## config.mk

```make
export PLATFORM = sky130hd
export DESIGN_NAME = segisect_div
export DESIGN_NICKNAME = d
export VERILOG_FILES = /design/src/sv/segisect_pkg.sv /design/src/sv/segisect_div.sv
export SDC_FILE = /design/constraint.sdc
export NUM_CORES = 2
export LEC_CHECK = 0
export BUFFER_PORTS_ARGS = -buffer_cell sky130_fd_sc_hd__buf_2
export CORE_MARGIN = 2
export CORE_UTILIZATION = 25
export CTS_BUF_LIST = sky130_fd_sc_hd__clkbuf_16
export DETAILED_ROUTE_END_ITERATION = 6
export GPL_ROUTABILITY_DRIVEN = 0
export PLACE_DENSITY_LB_ADDON = 0.1
export SLEW_MARGIN = 40
export SYNTH_ARGS = -nofsm -noshare
export SYNTH_HDL_FRONTEND = slang
export SYNTH_SLANG_ARGS = --single-unit
```

## constraint.sdc

```tcl
create_clock -name clk -period 11.4 [get_ports clk]
set_input_delay 0.57 -clock clk [delete_from_list [all_inputs] [get_ports clk]]
set_output_delay 0.57 -clock clk [all_outputs]
set_load 0.02 [all_outputs]
```

## src/sv/segisect_pkg.sv

```systemverilog
`timescale 1ns / 1ps
// Package for the segment intersection core: coordinate width, derived
// datapath widths and the query and result transaction types. No dependencies.
package segisect_pkg;

  localparam int COORD_WIDTH = 16;
  localparam int DIFF_W      = COORD_WIDTH + 1;           // endpoint differences
  localparam int PROD_W      = 2 * DIFF_W;                // difference products
  localparam int CROSS_W     = PROD_W + 1;                // cross products
  localparam int LO_W        = COORD_WIDTH + 2;           // low slice of a cross product
  localparam int HI_W        = CROSS_W - LO_W;            // high slice of a cross product
  localparam int PL_W        = LO_W + 1 + DIFF_W;         // low partial product
  localparam int PH_W        = HI_W + DIFF_W;             // high partial product
  localparam int NUM_W       = 3 * COORD_WIDTH + 5;       // point numerator
  localparam int QUO_W       = COORD_WIDTH + 1;           // quotient magnitude bits
  localparam int DIV_LAT     = QUO_W + 2;                 // divider latency

  typedef logic signed [COORD_WIDTH-1:0] coord_t;

  typedef struct packed {
    coord_t a_start_x;
    coord_t a_start_y;
    coord_t a_end_x;
    coord_t a_end_y;
    coord_t b_start_x;
    coord_t b_start_y;
    coord_t b_end_x;
    coord_t b_end_y;
  } query_t;

  typedef struct packed {
    logic   hit;
    logic   parallel;
    coord_t point_x;
    coord_t point_y;
    logic   saturated;
  } result_t;

endpackage

```

## src/sv/segisect_div.sv

```systemverilog
`timescale 1ns / 1ps
// Pipelined restoring divider with truncation toward zero and saturation to
// the coordinate width. Depends on segisect_pkg.
module segisect_div
  import segisect_pkg::*;
(
  input  logic                      clk,
  input  logic                      en,
  input  logic signed [NUM_W-1:0]   num,
  input  logic signed [CROSS_W-1:0] den,
  output coord_t                    value,
  output logic                      sat
);

  localparam logic [COORD_WIDTH-1:0] CMAX = {1'b0, {(COORD_WIDTH-1){1'b1}}};
  localparam logic [COORD_WIDTH-1:0] CMIN = {1'b1, {(COORD_WIDTH-1){1'b0}}};

  logic [CROSS_W-1:0] rem  [0:QUO_W];
  logic [QUO_W-1:0]   quo  [0:QUO_W];
  logic [QUO_W-1:0]   low  [0:QUO_W];
  logic [CROSS_W-1:0] ud   [0:QUO_W];
  logic               neg  [0:QUO_W];
  logic               ovf  [0:QUO_W];

  logic [NUM_W-1:0]   un_abs;
  logic [CROSS_W-1:0] ud_abs;

  assign un_abs = num[NUM_W-1] ? (~num + 1'b1) : num;
  assign ud_abs = den[CROSS_W-1] ? (~den + 1'b1) : den;

  // First stage: magnitudes, sign of the quotient and the early overflow test.
  always_ff @(posedge clk) begin
    if (en) begin
      neg[0] <= num[NUM_W-1] ^ den[CROSS_W-1];
      ud[0]  <= ud_abs;
      ovf[0] <= (un_abs >> QUO_W) >= NUM_W'(ud_abs);
      rem[0] <= un_abs[QUO_W+CROSS_W-1:QUO_W];
      low[0] <= un_abs[QUO_W-1:0];
      quo[0] <= '0;
    end
  end

  for (genvar k = 0; k < QUO_W; k++) begin : g_step
    logic [CROSS_W:0] trial;
    logic             ge;
    logic [CROSS_W:0] diff;

    assign trial = {rem[k], low[k][QUO_W-1-k]};
    assign ge    = trial >= {1'b0, ud[k]};
    assign diff  = trial - {1'b0, ud[k]};

    always_ff @(posedge clk) begin
      if (en) begin
        rem[k+1] <= ge ? diff[CROSS_W-1:0] : trial[CROSS_W-1:0];
        quo[k+1] <= {quo[k][QUO_W-2:0], ge};
        low[k+1] <= low[k];
        ud[k+1]  <= ud[k];
        neg[k+1] <= neg[k];
        ovf[k+1] <= ovf[k];
      end
    end
  end

  logic [QUO_W-1:0] qm;
  logic             pos_big;
  logic             neg_big;

  // A positive magnitude clips from the largest value plus one upward; a
  // negative one only beyond the magnitude of the smallest value.
  assign qm      = quo[QUO_W];
  assign pos_big = qm[QUO_W-1] | qm[QUO_W-2];
  assign neg_big = qm[QUO_W-1] | (qm[QUO_W-2] & (|qm[QUO_W-3:0]));

  always_ff @(posedge clk) begin
    if (en) begin
      if (ovf[QUO_W]) begin
        sat   <= 1'b1;
        value <= neg[QUO_W] ? CMIN : CMAX;
      end else if (!neg[QUO_W]) begin
        sat   <= pos_big;
        value <= pos_big ? CMAX : qm[COORD_WIDTH-1:0];
      end else begin
        sat   <= neg_big;
        value <= neg_big ? CMIN : (~qm[COORD_WIDTH-1:0] + 1'b1);
      end
    end
  end

endmodule

```

==> summary.md <==
| Metric | Value |
|---|---|
| Status | `finished clean` |
| CP peak stage delay | `650 ps` |
| Crit-path most repeated cell | `a21o_1` |
| Area after DPL | `94800 um2` |
| Static Leak | `39.8 nW` |
| CP endpoint | `ovf[0]` |
| Netlist cell types | `86` |
| Nets | `8990` |
| Worst path required time | `11980 ps` |
| Num rows | `218` |
| Post-synth EDFFs | `1549` |
| H-tree Lvls | `4` |
| Num CTS Buffers | `approximately 190` |
| IR drop worst, VDD | `143 uV` |
| RSZ-0062 raised after global routing | `no` |
| DR DRC count | `0` |
| Total gr overflow | `0` |
| Syn Nets | `approximately 8800` |
| Ys flop type | `edfxtp_1` |
| Startpoint types | `input port` |
| Final WS setup | `about 5300 ps` |
| Worst Setup End Kind | `register` |
| Reg2reg end | `rem[10][27]` |
| Tmin final | `6120 ps` |
| DR pass1 iterations | `6` |
| FF/Latch Area | `46500 um2` |
| Area Overhead vs Synth | `14.6%` |
| Final instance area | `101000 um2` |
| Final hold violations | `0` |
| Async SR Flop Fraction | `0` |
| Avg WL per Cell | `19.2 um` |
| Hpwl dp | `195000 um` |
| Core area | `352000 um2` |
| Largest net degree at the start of global routing | `148` |
| Worst-path cell chain | `dlygate4sd3_1 -> buf_2 -> nor3_1 -> nand2_1 -> or3_1 -> nor4_1 -> nand2_1 -> or4_1 -> or4_1 -> o31ai_1 -> xnor2_1 -> ha_1 -> a21o_1 -> a21o_1 -> a21o_1 -> a21o_1 -> a21oi_1 -> nor2b_1 -> o21ai_0 -> a211oi_1 -> or4_1` |
| Met1 Usage GRT | `0.167` |
| DR vias/cell | `around 4.6` |
| DIE WIDTH | `599 um` |
| Area of the mapped netlist | `88500 um2` |
| Seq/Total Area, Yosys | `0.526` |
| Hold Path Class | `input port to register` |
| Clk sinks | `1549` |
| Post-Route Skew | `104 ps` |
| Met2 Use GR | `0.257` |
| Post-CTS sizing | `0` |
| Number of synthesized register bits | `approximately 1500` |
| Max-slew violation count | `0` |
| Fillers | `36551` |
| Crit path DAT | `6700 ps` |
| Root Driver | `clkbuf_16` |
| Depth of the most critical reg-to-reg path | `13` |
| Setup Crit Path Kind | `input port to register` |
| Reg2Reg Launch Point | `ud[9][0]` |
| GRT Util Overall | `0.138` |
| CP max stage cell | `or4_1` |
| Layout cells sized above 1 | `0.0803` |
| Initial antenna violation count | `3` |
| Pwr dens | `279 nW/um2` |
| Yosys warns | `0` |
| Antenna-violating nets left | `0` |
| Die H | `~600 um` |
| Worst Setup SP | `num[2]` |
| Cell count after synthesis | `8102` |
| Clock tree buffer depth | `4` |
| Detailed Route WL | `252000 um` |
| Vias in the first global route | `between 60000 and 70000` |
| Setup TNS | `0 ps` |
| Cells after DPL | `12769` |
| Multi-input gate area | `between 30000 and 40000 um2` |
| Area leader, netlist | `edfxtp_1` |
| Die area | `about 360000 um2` |
| Vias | `60959` |
| Starting density of the core | `0.251` |
| Avg Inst Size Synth | `10.9 um2` |
| Clock Latency Late Sink | `~900 ps` |
| Slew HR | `0.408` |
| Top-area cell type share of the netlist area | `0.526` |
| IO buf count | `between 100 and 150` |
| IO Count | `107` |
| First-pass GRT wire length | `between 300000 and 400000 um` |
| Slew @ Worst Pin | `around 880 ps` |
| Pre-CTS WS | `around 5000 ps` |
| Most common cell in the synthesized netlist | `edfxtp_1` |
| CTS tree | `built` |
| Clock-pin slew of the registers on the worst-case setup and hold paths | `60 ps` |
| Worst hold margin | `80.5 ps` |
| Period utilisation layout | `0.536` |
| Met3 Resource Use GR | `0.0160` |
| Setup Viol. Count Final | `0` |
| Fmax | `164 MHz` |
| Busiest grt layer | `met2` |
| Fin cells | `13137` |
| Worst hold start | `en` |
| Synth cell count leaders | `edfxtp_1, inv_1, nand2_1` |
| CP Max Fanout | `9` |
| Largest cells by area after synthesis | `edfxtp_1, ha_1, a21oi_1, inv_1, o21ai_0` |
| R2r setup slk | `6480 ps` |
| Max Cap Viol | `0` |
| 1st-iter DRT viols | `3968` |
-- registers in the layout, summed over array words and instances (netlist names) --
| register | flops |
|---|---|
| sat | 1 |
| ud | 595 |
| rem | 595 |
| quo | 153 |
| ovf | 18 |
| value | 16 |
| neg | 18 |
| low | 153 |
-- worst max-delay path: cells and delay by family --
| kind | cells | cell delay (ps) |
|---|---|---|
| buffers and inverters | 2 | 690 |
| adder cells (fa/ha/maj) | 1 | 290 |
| AO/OA/AOI/OAI | 8 | 1530 |
| AND/OR/NAND/NOR | 9 | 3430 |
| XOR/XNOR | 1 | 180 |
-- kinds of logic (layout without fill, tap and decap cells) --
| logic type | after synthesis | after routing | synth area share |
|---|---|---|---|
| compound gates | 2233 | 2233 | 0.158 |
| simple gates | 1939 | 1939 | 0.105 |
| flops | 1549 | 1549 | 0.526 |
| buf+inv | 1025 | 1328 | 0.0435 |
| fa+ha+maj | 649 | 649 | 0.0932 |
| xor+xnor | 541 | 541 | 0.0536 |
| mux | 166 | 166 | 0.0209 |
| other cells | 0 | 2 | 0 |
-- where the power goes --
part | switching, mW | leakage, nW | internal, mW | total, mW
sequential | 1.00 | 15.2 | 8.40 | 9.41
clock | 2.49 | 3.25 | 3.70 | 6.19
combinational | 7.56 | 21.4 | 5.15 | 12.7
total | 11.1 | 39.8 | 17.3 | 28.3
-- cell usage in the layout (no fill, tap or decap), types with 76 or more instances in the layout --
master        n
clkbuf_16   196
ha_1        633
xor2_1      216
nand3_1     113
buf_2       105
nand2b_1     95
o31ai_1      95
edfxtp_1   1549
o21a_1       86
nor3_1      128
nor2b_1      76
a21oi_1     633
a21o_1      279
o21bai_1     89
o21ai_0     581
xnor2_1     325
inv_1       846
nor2_1      459
nand2_1     641
nand4_1     134
mux2_2      149
-- worst min path at each step --
stage / end / depth (start not counted)
2_1_floorplan: low[10][0] / 0
3_3_place_gp: low[8][2] / 0
3_5_place_dp: low[11][1] / 0
4_1_cts: rem[0][30] / 2
5_1_grt: ud[0][17] / 2
6_report: ud[7][32] / 1
-- timing repair --
item / in CTS / in global routing
buffers inserted: 0 / 0
hold endpoints to repair: 13 / 0
hold buffers: 13 / 0
endpoints found under the setup margin: 0 / 0
-- per-layer routing --
metal | wire length, um | vias up
met2 | 130000 | 849
met3 | 7050 | 338
met5 | 12 | -
li1 | - | 30162
met4 | 6870 | 2
met1 | 108000 | 29608
-- cell type report --
| type | instances | area share |
|---|---|---|
| flip-flops and latches | 1549 | 0.459 |
| well taps | 4730 | 0.0584 |
| diodes | 2 | 0.0000494 |
| multi-input cells | 5528 | 0.377 |
| clock buffers | 196 | 0.0484 |
| inverters | 806 | 0.0298 |
| repair buffers | 174 | 0.0130 |
| clock inverters | 152 | 0.0143 |
-- per-stage QoR --
step	power, mW	util
after CTS	28.8	0.287
after global placement	22.4	0.268
final	28.3	0.288
after floorplan	18.3	-
after detailed placement	22.3	0.269
after global routing	30.5	0.288
No activity file was read; power rests on OpenSTA's default activity.
